File: config.mk
export PLATFORM = sky130hd
export DESIGN_NAME = fpfir_cell
export DESIGN_NICKNAME = d
export VERILOG_FILES = /design/src/sv/fpfir_pkg.sv /design/src/sv/fpfir_cell.sv
export SDC_FILE = /design/constraint.sdc
export NUM_CORES = 1
export LEC_CHECK = 0
export BUFFER_PORTS_ARGS = -buffer_cell sky130_fd_sc_hd__buf_2
export CAP_MARGIN = 20
export CORE_ASPECT_RATIO = 1.1
export CORE_MARGIN = 3
export CORE_UTILIZATION = 55
export CTS_CLUSTER_DIAMETER = 60
export DETAILED_ROUTE_END_ITERATION = 12
export HOLD_SLACK_MARGIN = 0.12
export PLACE_DENSITY = 0.78
export SLEW_MARGIN = 30
export SYNTH_ARGS = -nofsm -noshare
export SYNTH_HDL_FRONTEND = slang
export SYNTH_SLANG_ARGS = --single-unit
File: constraint.sdc
create_clock -name i_clk -period 21.3 [get_ports i_clk]
set_clock_uncertainty 0.05 [all_clocks]
set_input_delay 4.26 -clock i_clk [delete_from_list [all_inputs] [get_ports i_clk]]
set_output_delay 4.26 -clock i_clk [all_outputs]
set_load 0.02 [all_outputs]
File: src/sv/fpfir_pkg.sv
// shared constants, types and operation codes of the fixed-point fir filter
package fpfir_pkg;

    localparam int NUM_TAPS     = 32;
    localparam int SAMPLE_WIDTH = 16;
    localparam int COEF_WIDTH   = 16;

    localparam int COEF_IDX_W = 5;
    localparam int FRAC_W     = 5;
    localparam int OUT_W      = 32;

    // full product and the sum over all taps, which cannot overflow
    localparam int PROD_W = SAMPLE_WIDTH + COEF_WIDTH;
    localparam int ACC_W  = PROD_W + $clog2(NUM_TAPS);
    // at least one bit above the output so saturation can always be detected
    localparam int EXT_W  = (ACC_W > OUT_W) ? ACC_W : OUT_W + 1;

    localparam int S_TDATA_W = ((COEF_IDX_W + COEF_WIDTH + SAMPLE_WIDTH + 7) / 8) * 8;
    localparam int M_TDATA_W = ((OUT_W + 7) / 8) * 8;

    localparam logic [FRAC_W-1:0] FRAC_RESET = FRAC_W'(15);

    // tuser codes
    localparam logic OP_LOAD   = 1'b0;
    localparam logic OP_SAMPLE = 1'b1;

    // per-cell control from the top level
    typedef struct packed {
        logic shift;
        logic coef_we;
        logic hold;
    } t_cell_ctl;

    // partial sum handed from one cell to the next
    typedef struct packed {
        logic             valid;
        logic [ACC_W-1:0] sum;
    } t_psum;

endpackage

File: src/sv/fpfir_cell.sv
// one tap cell: coefficient, delayed sample, product and partial-sum stage
module fpfir_cell import fpfir_pkg::*; (
    input  logic                    i_clk,
    input  logic                    i_rst_n,
    input  t_cell_ctl               i_ctl,
    input  logic [COEF_WIDTH-1:0]   i_coef,
    input  logic [SAMPLE_WIDTH-1:0] i_din,
    output logic [SAMPLE_WIDTH-1:0] o_dout,
    input  t_psum                   i_psum,
    output t_psum                   o_psum
);

    logic [COEF_WIDTH-1:0]   r_coef,   n_coef;
    logic [SAMPLE_WIDTH-1:0] r_sample, n_sample;
    logic                    r_valid,  n_valid;
    logic [PROD_W-1:0]       r_prod,   n_prod;
    logic [ACC_W-1:0]        r_sum,    n_sum;

    always_comb begin
        n_coef   = i_ctl.coef_we ? i_coef : r_coef;
        n_sample = i_ctl.shift ? i_din : r_sample;
        n_prod   = r_prod;
        if (i_ctl.shift) begin
            n_prod = PROD_W'($signed(PROD_W'($signed(i_din))) *
                             $signed(PROD_W'($signed(r_coef))));
        end
        n_valid = i_psum.valid | (r_valid & i_ctl.hold);
        n_sum   = r_sum;
        if (i_psum.valid) begin
            n_sum = i_psum.sum + ACC_W'($signed(r_prod));
        end
    end

    always_ff @(posedge i_clk) begin
        if (!i_rst_n) begin
            r_coef   <= '0;
            r_sample <= '0;
            r_valid  <= 1'b0;
        end else begin
            r_coef   <= n_coef;
            r_sample <= n_sample;
            r_valid  <= n_valid;
        end
    end

    always_ff @(posedge i_clk) begin
        r_prod <= n_prod;
        r_sum  <= n_sum;
    end

    assign o_dout       = r_sample;
    assign o_psum.valid = r_valid;
    assign o_psum.sum   = r_sum;

endmodule

==> metrics.md <==
| Metric | Value |
|---|---|
| PD cells | around 100 mW/mm^2 |
| Yosys reg bits | a little over 100 |
| Iteration count of the initial detailed-routing pass | 5 |
| Critical Path AT | between 10,000 and 15,000 ps |
| FF-to-FF Start | r_coef[2] |
| Final setup violation count | 0 |
| Initial Util | 0.565 |
| Worst vdd ir | between 0.05 and 0.06 mV |
| Slew margin rel. | 0.472 |
| CTS Buf Count | 9 |
| Syn nets | 1,966 |
| First-pass GRT wire length | roughly 53,000 um |
| Setup TNS | 0 ps |
| Die area | 0.0291 mm^2 |
| RSZ-0062 raised after global routing | false |
| Row cnt | 62 |
| ANT nets after route | 0 |
| Largest net degree at the start of global routing | just under 50 |
| Lkg Pwr | a little over 8 nW |
| CTS Sinks | about 100 |
| Most common cell after layout, fill and taps aside | inv_1 |
| Hold Path Class | reg -> reg |
| Yosys top cell by area | fa_1 |
| Worst EP required | 21,340 ps |
| Most frequent cells in the layout | inv_1, fa_1, nand2_1, and2_1, buf_2 |
| Multiplexer share of the synthesized area | 0.0215 |
| Synth top area share | 0.354 |
| Hold Path Origin | o_dout[0] |
| Die Y-Extent | 179 um |
| # DRC | 0 |
| Hold Path Cell Cnt | 2 |
| Worst-path maximum fanout | 17 |
| Post-CTS resize count | 0 |
| Post-synthesis sequential area ratio | 0.184 |
| Layout cell share with drive strength beyond 1 | 0.0957 |
| Simple logic cell fraction of the synthesized area | 0.142 |
| Latest clock arrival within the worst-skew pair | about 360 ps |
| Switch share | 0.452 |
| Mapped Area | 0.0149 mm^2 |
| Most area-consuming cells after synthesis | fa_1, edfxtp_1, ha_1, inv_1, and2_1 |
| Vias | ~10,000 |
| Fin util | 0.611 |
| Main combinational cell family by area after synthesis | adder cells |
| Period utilisation layout | 0.469 |
| Vias in the first global route | 10,800 |
| Final GP Congestion | about 0.91 |
| Least-Margin Pin Slew | slightly below 800 ps |
| Post-Synth Adder-Cell Area | 0.453 |
| Compound-Gate Fraction of Synth Area | 0.0738 |
| Net Sw Power | 0.000747 W |
| Clock power share | 0.108 |
| Core area | roughly 0.026 mm^2 |
| Worst path cell trace | buf_2 -> nand2_1 -> fa_1 -> fa_1 -> fa_1 -> inv_1 -> fa_1 -> fa_1 -> inv_1 -> fa_1 -> inv_1 -> ha_1 -> nand2_1 -> o31ai_1 -> o311ai_2 -> a211oi_2 -> o31ai_2 -> a21oi_2 -> nor2_2 -> o31ai_1 -> xnor2_1 |
| DR iter-0 viols | between 500 and 600 |
| Post-route minimum period | around 10000 ps |
| Async S/R FF share, synth | 0 |
| XOR/XNOR Fraction of Synth Area | 0.0388 |
| Post-Synthesis Cells | around 1,500 |
| Ys flop type | edfxtp_1 |
| Crit path kind | in -> reg |
| R2r setup slk | 14,650 ps |
| Setup crit start | i_din[11] |
| Final HPWL DP | between 20,000 and 30,000 um |
| Nets@finish | 2,060 |
| IO buf count | ~130 |
| CTS tree | done |
| # diodes | 0 |
| Postcts setup bufs | 0 |
| Max clock buf depth | 2 |
| Final Hold Viols | 0 |
| Slew Limit Fails | 0 |
| Crit-path max cell delay | about 540 ps |
| Critical Path End Type | flop |
| P&R area growth vs syn | 8.26% |
| Crit path top cell by count | fa_1 |
| Vias/cell | 5.24 |
| Post-DR wirelength/cell | between 15 and 20 um |
| WL final | 31,100 um |
| Hold Buf Count CTS | 0 |
| Internal power | ~0.0009 W |
| F_max | 100 MHz |
| Number of synthesized flops with an enable pin | 69 |
| GRT overflow | 0 |
| Root Buffer | clkbuf_16 |
| Initial antenna violation count | 0 |
| Die width | 163 um |
| CTS clk-pin slew, worst paths | about 80 ps |
| Number of distinct library cells after synthesis | 56 |
| Sequential Power Share | 0.216 |
| Ys Warns | 0 |
| Mapped Avg Cell Area | around 10 um^2 |
| Gr usage total | 0.226 |
| Comb pwr share | 0.676 |
| Critical-path top delay cell | fa_1 |
| H-tree levels | 3 |
| R2R depth | 20 |
| # IOs | roughly 130 |
| Max Cap Viol | 0 |
| Status | completed |
| CP Launch Type | input port |
## kinds of logic after synthesis
logic type,after synthesis
adders and majority gates,381
buffers and inverters,346
AOI/OAI and AO/OA,166
xor gates and xnor gates,66
muxes,32
DFF,102
and+or+nand+nor,417
## layout make-up
type,count,area (um^2)
sequential,102,2730
inverter,300,1130
multi-input combinational,1062,10900
timing repair buffer,129,648
clock inverter,7,92.6
fill,2226,10300
clock buffer,9,225
tap,352,440
## worst max-delay path: cells and delay by family
kind | cells | cell delay, ps
fa+ha+maj | 7 | 3380
compound gates | 6 | 1500
buf+inv | 4 | 430
simple gates | 3 | 320
xor+xnor | 1 | 130
## flip-flops by register name (all words and copies together), names as in the netlist
name     flops
o_dout      16
r_valid      1
r_sum       37
r_prod      32
r_coef      16
## Yosys cell counts (11+ instances only)
master    number
and2_1       129
edfxtp_1      69
clkbuf_1      45
fa_1         263
o21ai_0       28
ha_1         118
nor2b_1       40
a21oi_1       51
mux2i_1       32
a21o_1        23
dfxtp_1       33
xnor2_1       47
nand2_1      147
a211oi_1      11
xor2_1        19
inv_1        300
nor2_1        45
## final timing paths
kind / endpoint
worst max-delay path: r_prod[31]
worst min-delay path: o_dout[0]
worst max register to register: r_prod[31]
worst min register to register: o_dout[0]
## power by group through the flow
stage	Clock, W	Sequential, W	Combinational, W
after floorplan	0	0.000398	0.000830
after global placement	0	0.000361	0.00108
after detailed placement	0	0.000363	0.00111
after CTS	0.000183	0.000358	0.00112
after global routing	0.000191	0.000365	0.00128
final	0.000178	0.000357	0.00112
## layer usage
layer  global-route usage  vias up  wire length (um)  share of wire
li1                     -     4912                 -              -
met1                0.310     5021             13900           0.45
met2                0.376      311             14600           0.47
met3               0.0467       28              2230          0.072
met4               0.0434        0               375          0.012
met5                    0        -                 0              0
## metrics by stage
stage	power (W)	instances	hold WS, ps	area, um^2	worst slack (ps)
final	0.00165	1961	469	16100	11310
after global routing	0.00183	1961	501	16100	11000
after CTS	0.00166	1961	475	16100	11330
after detailed placement	0.00147	1945	451	15800	10970
after global placement	0.00144	1945	437	15800	11090
after floorplan	0.00123	1510	428	14900	11440
(Power assumes the default switching activity.)
