$ cat config.mk
export PLATFORM = sky130hd
export DESIGN_NAME = fpfir_out_stage
export DESIGN_NICKNAME = d
export VERILOG_FILES = /design/src/sv/fpfir_pkg.sv /design/src/sv/fpfir_out_stage.sv
export SDC_FILE = /design/constraint.sdc
export NUM_CORES = 1
export LEC_CHECK = 0
export ABC_CLOCK_PERIOD_IN_PS = 2300
export BUFFER_PORTS_ARGS = -buffer_cell sky130_fd_sc_hd__buf_2
export CAP_MARGIN = 20
export CORE_UTILIZATION = 56
export DETAILED_ROUTE_END_ITERATION = 7
export HOLD_SLACK_MARGIN = 0.12
export PLACE_DENSITY = 0.82
export SLEW_MARGIN = 20
export SYNTH_ARGS = -nofsm -noshare
export SYNTH_HDL_FRONTEND = slang
export SYNTH_SLANG_ARGS = --single-unit
export TNS_END_PERCENT = 30
$ cat constraint.sdc
create_clock -name i_clk -period 2.3 [get_ports i_clk]
set_input_delay 0.345 -clock i_clk [delete_from_list [all_inputs] [get_ports i_clk]]
set_output_delay 0.345 -clock i_clk [all_outputs]
set_load 0.02 [all_outputs]
$ cat src/sv/fpfir_pkg.sv
// shared constants, types and operation codes of the fixed-point fir filter
package fpfir_pkg;

    localparam int NUM_TAPS     = 32;
    localparam int SAMPLE_WIDTH = 16;
    localparam int COEF_WIDTH   = 16;

    localparam int COEF_IDX_W = 5;
    localparam int FRAC_W     = 5;
    localparam int OUT_W      = 32;

    // full product and the sum over all taps, which cannot overflow
    localparam int PROD_W = SAMPLE_WIDTH + COEF_WIDTH;
    localparam int ACC_W  = PROD_W + $clog2(NUM_TAPS);
    // at least one bit above the output so saturation can always be detected
    localparam int EXT_W  = (ACC_W > OUT_W) ? ACC_W : OUT_W + 1;

    localparam int S_TDATA_W = ((COEF_IDX_W + COEF_WIDTH + SAMPLE_WIDTH + 7) / 8) * 8;
    localparam int M_TDATA_W = ((OUT_W + 7) / 8) * 8;

    localparam logic [FRAC_W-1:0] FRAC_RESET = FRAC_W'(15);

    // tuser codes
    localparam logic OP_LOAD   = 1'b0;
    localparam logic OP_SAMPLE = 1'b1;

    // per-cell control from the top level
    typedef struct packed {
        logic shift;
        logic coef_we;
        logic hold;
    } t_cell_ctl;

    // partial sum handed from one cell to the next
    typedef struct packed {
        logic             valid;
        logic [ACC_W-1:0] sum;
    } t_psum;

endpackage

$ cat src/sv/fpfir_out_stage.sv
// shift, saturation and output register of the filter result
module fpfir_out_stage import fpfir_pkg::*; (
    input  logic                 i_clk,
    input  logic                 i_rst_n,
    input  logic [FRAC_W-1:0]    i_frac_bits,
    input  t_psum                i_psum,
    output logic                 o_take,
    output logic                 o_tvalid,
    input  logic                 i_tready,
    output logic [M_TDATA_W-1:0] o_tdata
);

    logic                 r_valid, n_valid;
    logic [OUT_W-1:0]     r_data,  n_data;
    logic [EXT_W-1:0]     ext_sum;
    logic [EXT_W-1:0]     shifted;
    logic [EXT_W-OUT_W:0] top_bits;
    logic [OUT_W-1:0]     sat;

    always_comb begin
        ext_sum  = EXT_W'($signed(i_psum.sum));
        shifted  = EXT_W'($signed(ext_sum) >>> i_frac_bits);
        top_bits = shifted[EXT_W-1:OUT_W-1];
        if ((&top_bits) || !(|top_bits)) begin
            sat = shifted[OUT_W-1:0];
        end else if (shifted[EXT_W-1]) begin
            sat = {1'b1, {(OUT_W-1){1'b0}}};
        end else begin
            sat = {1'b0, {(OUT_W-1){1'b1}}};
        end
    end

    assign o_take = !r_valid || i_tready;

    always_comb begin
        n_valid = r_valid && !i_tready;
        n_data  = r_data;
        if (i_psum.valid && o_take) begin
            n_valid = 1'b1;
            n_data  = sat;
        end
    end

    always_ff @(posedge i_clk) begin
        if (!i_rst_n) begin
            r_valid <= 1'b0;
        end else begin
            r_valid <= n_valid;
        end
    end

    always_ff @(posedge i_clk) begin
        r_data <= n_data;
    end

    assign o_tvalid = r_valid;
    assign o_tdata  = M_TDATA_W'(r_data);

endmodule

==> out/qor.yml, run 1 <==
run_status:
  outcome: "completed"
critical_path:
  worst_setup_path_start_kind: "input port"
  cp-end-kind: "flop"
  arrival_ps: 2250
  worst_ep_required_time_ps: 2350
  path_class: "input port to flop"
  cp_max_fo: 14
routing:
  viasPerCell: 6.40
  wl_per_cell_microns: 17.9
  dr.first_iter.drc_count: 238
  ant_nets: 0
  vias: 3403
  drt_pre_antenna_iters: 6
  drc: 0
  drt_wl_total_microns: 9510
cts:
  cts_max_path_buffers: 2
  cts_tree: "done"
  clock-sinks: 33
  clockRootBuffer: "clkbuf_8"
  clock_latency_ps: 290
  path_clk_slew_ps: 70
  cts_made_buffers: 5
  cts_hold_buf: 0
  h-tree-depth: 2
yosys:
  synthCells: 375
  yosys_most_used_dff: "edfxtp_1"
  synth_edf_count: 32
  synth.distinct_cells: 48
  synth.avg_cell_area_sq_um: 9.63
  ys_seq_area_frac: 0.272
  yosysTopAreaCell: "edfxtp_1"
  synth_nets: 421
  synth_warnings: 0
  syn-cell-area_sq_mm: 0.00361
  synth_seq_cells: 33
  yosysMostFrequentCell: "nand2_1"
  ys_top_cells_by_count: "nand2_1 (53), mux2i_1 (44), o21ai_0 (42)"
  synth_top_area_share: 0.266
  async_flop_share: 0
  ys_top_cells_by_area: "edfxtp_1 (27%), mux2i_1 (12%), mux4_2 (12%)"
power_and_ir_drop:
  p_leak_nw: 1.82
  comb_power_share: 0.420
  p_sw_frac: 0.347
  p_per_area_mw_per_mm2: 494
  internal_power_mw: 1.39
  clkPwrFrac: 0.227
  p_switching_mw: 0.738
  seq_power_share: 0.354
  ir_worst_vdd_uv: 490
placement:
  hpwl_microns: 7390
  port_buffers: 79
  dpl-instance-area_sq_mm: 0.00420
  place_ws_ps: -199
  place.gp.congestion: 0.924
final_layout:
  nFillCells: 479
  layout.nets: 502
  fin_area_sq_mm: 0.00431
  drive_above_1_share: 0.372
  syn2layout_area_growth_pct: 19.3
  diodes: 0
floorplan:
  coreArea_sq_mm: 0.00606
  dieArea_sq_mm: 0.00678
  start_util: 0.596
  rows: 28
  die_x_microns: 82.3
  boundaryPins: 80
  die_y_microns: 82.3
flow_run:
  cap_violations: 0
global_routing:
  gr-total-overflow: 0
  grt_use_total: 0.296
  antenna_found_initial: 0
  grt_pass1_wl_microns: 14900
  first_global_vias: 2973
  grt_max_degree: 36
timing:
  rsz0062_at_grt: "false"
  slew_violations: 0
  fin_crit_ps: 2200
  fin_skew_ps: 5.90
  setup_slack_ps: 102
  fin_crit_sh: 0.956
  fmax_mhz: 455
  finalSetupViolations: 0
  hold_violations: 0
  tightest_slew_ps: 680
  max_slew_margin: 0.546
hold_path:
  hold_path.class: "input port to flop"
[per-layer routing]
layer	track usage	share of wire	vias to the layer above	wire length [microns]
met5	0	0	-	0
met3	0.0341	0.067	20	640
met2	0.487	0.49	183	4620
li1	-	-	1614	-
met1	0.403	0.42	1586	4030
met4	0.104	0.022	0	212
[power by group through the flow]
stage,sequential (mW),clock (mW),combinational [mW]
after global routing,0.760,0.502,0.964
after floorplan,0.844,0,0.516
after global placement,0.763,0,0.852
after detailed placement,0.767,0,0.876
after CTS,0.755,0.484,0.880
final,0.753,0.482,0.893
[kinds of logic (layout without fill, tap and decap cells)]
kind of cell	Yosys count	in the layout	share of synthesized area
muxes	85	85	0.334
DFF	33	33	0.272
and+or+nand+nor	94	94	0.115
AOI/OAI and AO/OA	120	120	0.213
buffers and inverters	43	125	0.0669
[worst max-delay path: stages]
cell	delay, ps
buf_2	190
mux4_1	670
nor2_1	140
o21ai_1	140
nor2_4	150
nor2_2	60
buf_12	150
o311ai_0	400
[metrics by stage]
stage	utilization	TNS (ps)	power, mW	instances	hold WS (ps)
floorplan	-	0	1.36	375	484
global placement	0.693	-1.01	1.61	524	501
detailed placement	0.693	-2090	1.64	524	530
CTS	0.710	0	2.12	532	300
global route	0.711	0	2.23	532	305
finish	0.711	0	2.13	532	299
[layout by cell type (no fill, tap or decap), drive strengths merged, types with 15 or more instances in the layout]
master / Yosys / layout
nand2: 53 / 53
mux2: 16 / 16
a21oi: 37 / 37
edfxtp: 32 / 32
nor2: 21 / 21
buf: 17 / 112
o21ai: 45 / 45
mux4: 25 / 25
o311ai: 15 / 15
mux2i: 44 / 44
[final timing paths]
| kind | startpoint | slack (ps) | cells after the start | endpoint |
|---|---|---|---|---|
| max reg2reg | o_tvalid$_SDFF_PN0_ | 1060 | 3 | o_tdata[31]$_DFFE_PP_ |
| min | i_rst_n | 300 | 2 | o_tvalid$_SDFF_PN0_ |
| min reg2reg | o_tvalid$_SDFF_PN0_ | 530 | 2 | o_tvalid$_SDFF_PN0_ |
| max | i_frac_bits[0] | 100 | 8 | o_tdata[5]$_DFFE_PP_ |
[registers in the layout (all words and copies together), names as in the netlist]
| signal | cells |
|---|---|
| o_tdata | 32 |
| o_tvalid | 1 |
[repair_timing]
action / 4_1_cts / 5_1_grt
gates resized for setup: 0 / 1
endpoints found under the setup margin: 0 / 8
setup buffers: 0 / 0
[layout make-up]
type | instances | area (sq um) | area share
tap | 75 | 93.8 | 0.0218
clock inverter | 1 | 5.00 | 0.00116
multi-input combinational | 299 | 2400 | 0.556
clock buffer | 7 | 96.3 | 0.0224
timing repair buffer | 112 | 718 | 0.167
inverter | 5 | 18.8 | 0.00436
sequential | 33 | 981 | 0.228
Power figures use the tool's default switching activity.
==> run 2: changes to the inputs <==
- ABC_CLOCK_PERIOD_IN_PS: 2300 -> 2700
- CORE_UTILIZATION: 56 -> 60
- PLACE_DENSITY: 0.82 -> 0.87
- clock period: 2.3 -> 2.7 ns (I/O delays scaled with it)
==> run 2 against run 1 <==
Final cell count fell by 3.0%. Sequential cell count did not move. Global-route usage rose by 0.78 points. Clock skew fell by 2.0 ps. First-iteration DRC count rose by 31%. Non-clock buffer count fell by 13. Clock power fell by 2%. Clock-buffer cell count did not move. Register-to-register slack improved by 400 ps. Final area fell by 2.7%. Critical path depth did not move. Sequential power fell by 15%.
==> out/qor.yml, run 2 (same netlist as run 1, synthesis figures left out) <==
timing:
  setup-tns-final_ps: 0  # unchanged
  rsz0062_at_grt: "false"
  finalSetupViolations: 0  # unchanged
  max_slew_margin: 0.528  # -0.0171
  tightest_slew_ps: 706  # +25.6 ps
  slew_violations: 0  # unchanged
  whs_ps: 379  # +80.7 ps
  fin_crit_ps: 2400
  fin_crit_sh: 0.888
  fmax_mhz: 417
  hold_violations: 0  # unchanged
  setup_slack_ps: 302  # +201 ps
  fin_skew_ps: 3.89  # -2.01 ps
critical_path:
  timing.rr.end: "o_tdata[23]$_DFFE_PP_"
  path_buf_inv: 2  # unchanged
  cp-end-kind: "flop"
  arrival_ps: 2450  # +200 ps
  worst_setup_path_start_kind: "input port"
  worst_ep_required_time_ps: 2750  # +400 ps
  r2r_cells: 3  # unchanged
  path_class: "input port to flop"
  cp_max_fo: 21  # +7
  crit_chain: "buf_2 > mux4_1 > nor2_1 > o21ai_1 > nor2_4 > nor2_2 > buf_12 > o311ai_0"
  slowest_delay_ps: 690  # +20 ps
  r2r_slack_ps: 1460  # +400 ps
  cpLargestDelayFamily: "multiplexers"
  rr_startpoint: "o_tvalid$_SDFF_PN0_"
  critPathSlowestCell: "mux4_1"
routing:
  met2_length_microns: 4560  # -1.3%
  top_layer: "met4"
  vias: 3411  # +0.24%
  ant_nets: 0  # unchanged
  drt_pre_antenna_iters: 5  # -1
  drc: 0  # unchanged
  viasPerCell: 6.61  # +3.3%
  drt_wl_total_microns: 9370  # -1.5%
  wl_per_cell_microns: 18.1  # +1.6%
  met1Wirelength_microns: 4060  # +0.79%
  dr.first_iter.drc_count: 312  # +31%
  met3WireLength_microns: 569  # -11%
hold_path:
  hold_path.class: "input port to flop"
  hp-start: "i_rst_n"
  hold_end: "o_tvalid$_SDFF_PN0_"
  whs_path_depth: 2  # unchanged
cts:
  clockRootBuffer: "clkbuf_8"
  h-tree-depth: 2  # unchanged
  clock-sinks: 33  # unchanged
  path_clk_slew_ps: 60  # about the same
  cts_made_buffers: 5  # unchanged
  cts_hold_buf: 0  # unchanged
  cts_setup_buffers: 0  # unchanged
  cts_resized: 0  # unchanged
  cts_max_path_buffers: 2  # unchanged
  cts_tree: "done"
  clock_latency_ps: 280  # about the same
power_and_ir_drop:
  p_per_area_mw_per_mm2: 441  # -11%
  total_power_mw: 1.85  # -13%
  p_leak_nw: 1.75  # -3.8%
  ir_worst_vdd_uv: 365  # -26%
global_routing:
  first_global_vias: 2937  # -1.2%
  gr-total-overflow: 0  # unchanged
  antenna_found_initial: 0  # unchanged
  grt_max_degree: 42  # +17%
  grt_use_total: 0.304  # +0.00778
  grt_pass1_wl_microns: 14600  # -1.9%
final_layout:
  final_common_cell: "buf_2"
  utilization: 0.743  # +0.0320
  final_cell_mix: "buf_2 (79), nand2_1 (53), mux2i_1 (44)"
  drive_above_1_share: 0.349  # -0.0229
  diodes: 0  # unchanged
  nFillCells: 436  # -9.0%
  largest_reg_flops: 32  # unchanged
  layout.nets: 489  # -2.6%
  syn2layout_area_growth_pct: 16.0
floorplan:
  boundaryPins: 80  # unchanged
  rows: 27  # -3.6%
  start_util: 0.640  # +0.0443
  coreArea_sq_mm: 0.00564  # -6.9%
  die_y_microns: 79.6  # -3.3%
  dieArea_sq_mm: 0.00633  # -6.5%
  die_x_microns: 79.6  # -3.3%
run_status:
  outcome: "completed"
flow_run:
  cap_violations: 0  # unchanged
placement:
  port_buffers: 79  # unchanged
  place_ws_ps: 48.5  # +248 ps
  hpwl_microns: 7280  # -1.5%
  place.gp.congestion: 0.945  # +2.3%
-- run 2: final cells by class --
type / count / area [sq um] / area share
multi-input combinational: 299 / 2390 / 0.570
sequential: 33 / 981 / 0.234
timing repair buffer: 99 / 596 / 0.142
tap: 72 / 90.1 / 0.0215
clock buffer: 7 / 86.3 / 0.0206
clock inverter: 1 / 30.0 / 0.00716
inverter: 5 / 18.8 / 0.00448
-- run 2: worst max path at each step --
stage / from / to / slack [ps] / cells after the start
after floorplan: i_frac_bits[1] / o_tdata[1]$_DFFE_PP_ / 520 / 7
after global placement: i_frac_bits[1] / o_tdata[3]$_DFFE_PP_ / 200 / 8
after detailed placement: i_frac_bits[1] / o_tdata[1]$_DFFE_PP_ / 50 / 8
after CTS: i_frac_bits[1] / o_tdata[1]$_DFFE_PP_ / 350 / 8
after global routing: i_frac_bits[1] / o_tdata[1]$_DFFE_PP_ / 220 / 8
final: i_frac_bits[1] / o_tdata[1]$_DFFE_PP_ / 300 / 8
-- run 2: metrics by stage --
step / cell area (sq um) / std cells
after detailed placement: 4080 / 508
final: 4190 / 516
after floorplan: 3610 / 375
after global placement: 4080 / 508
after global routing: 4190 / 516
after CTS: 4190 / 516
-- run 2: power breakdown --
part	leakage (nW)	internal [mW]	switching (mW)
Clock	0.0585	0.301	0.171
Combinational	1.37	0.299	0.434
Sequential	0.321	0.630	0.0111
-- run 2: layer usage --
| metal | track usage | vias to the layer above |
|---|---|---|
| met2 | 0.501 | 182 |
| met1 | 0.422 | 1628 |
| met5 | 0 | - |
| met3 | 0.0229 | 16 |
| met4 | 0.102 | 0 |
| li1 | - | 1585 |
-- run 2: worst register-to-register path, stage by stage, from the launching register on --
cell,delay [ps]
dfxtp_1,310
nand2b_1,90
and2_1,130
buf_4,360
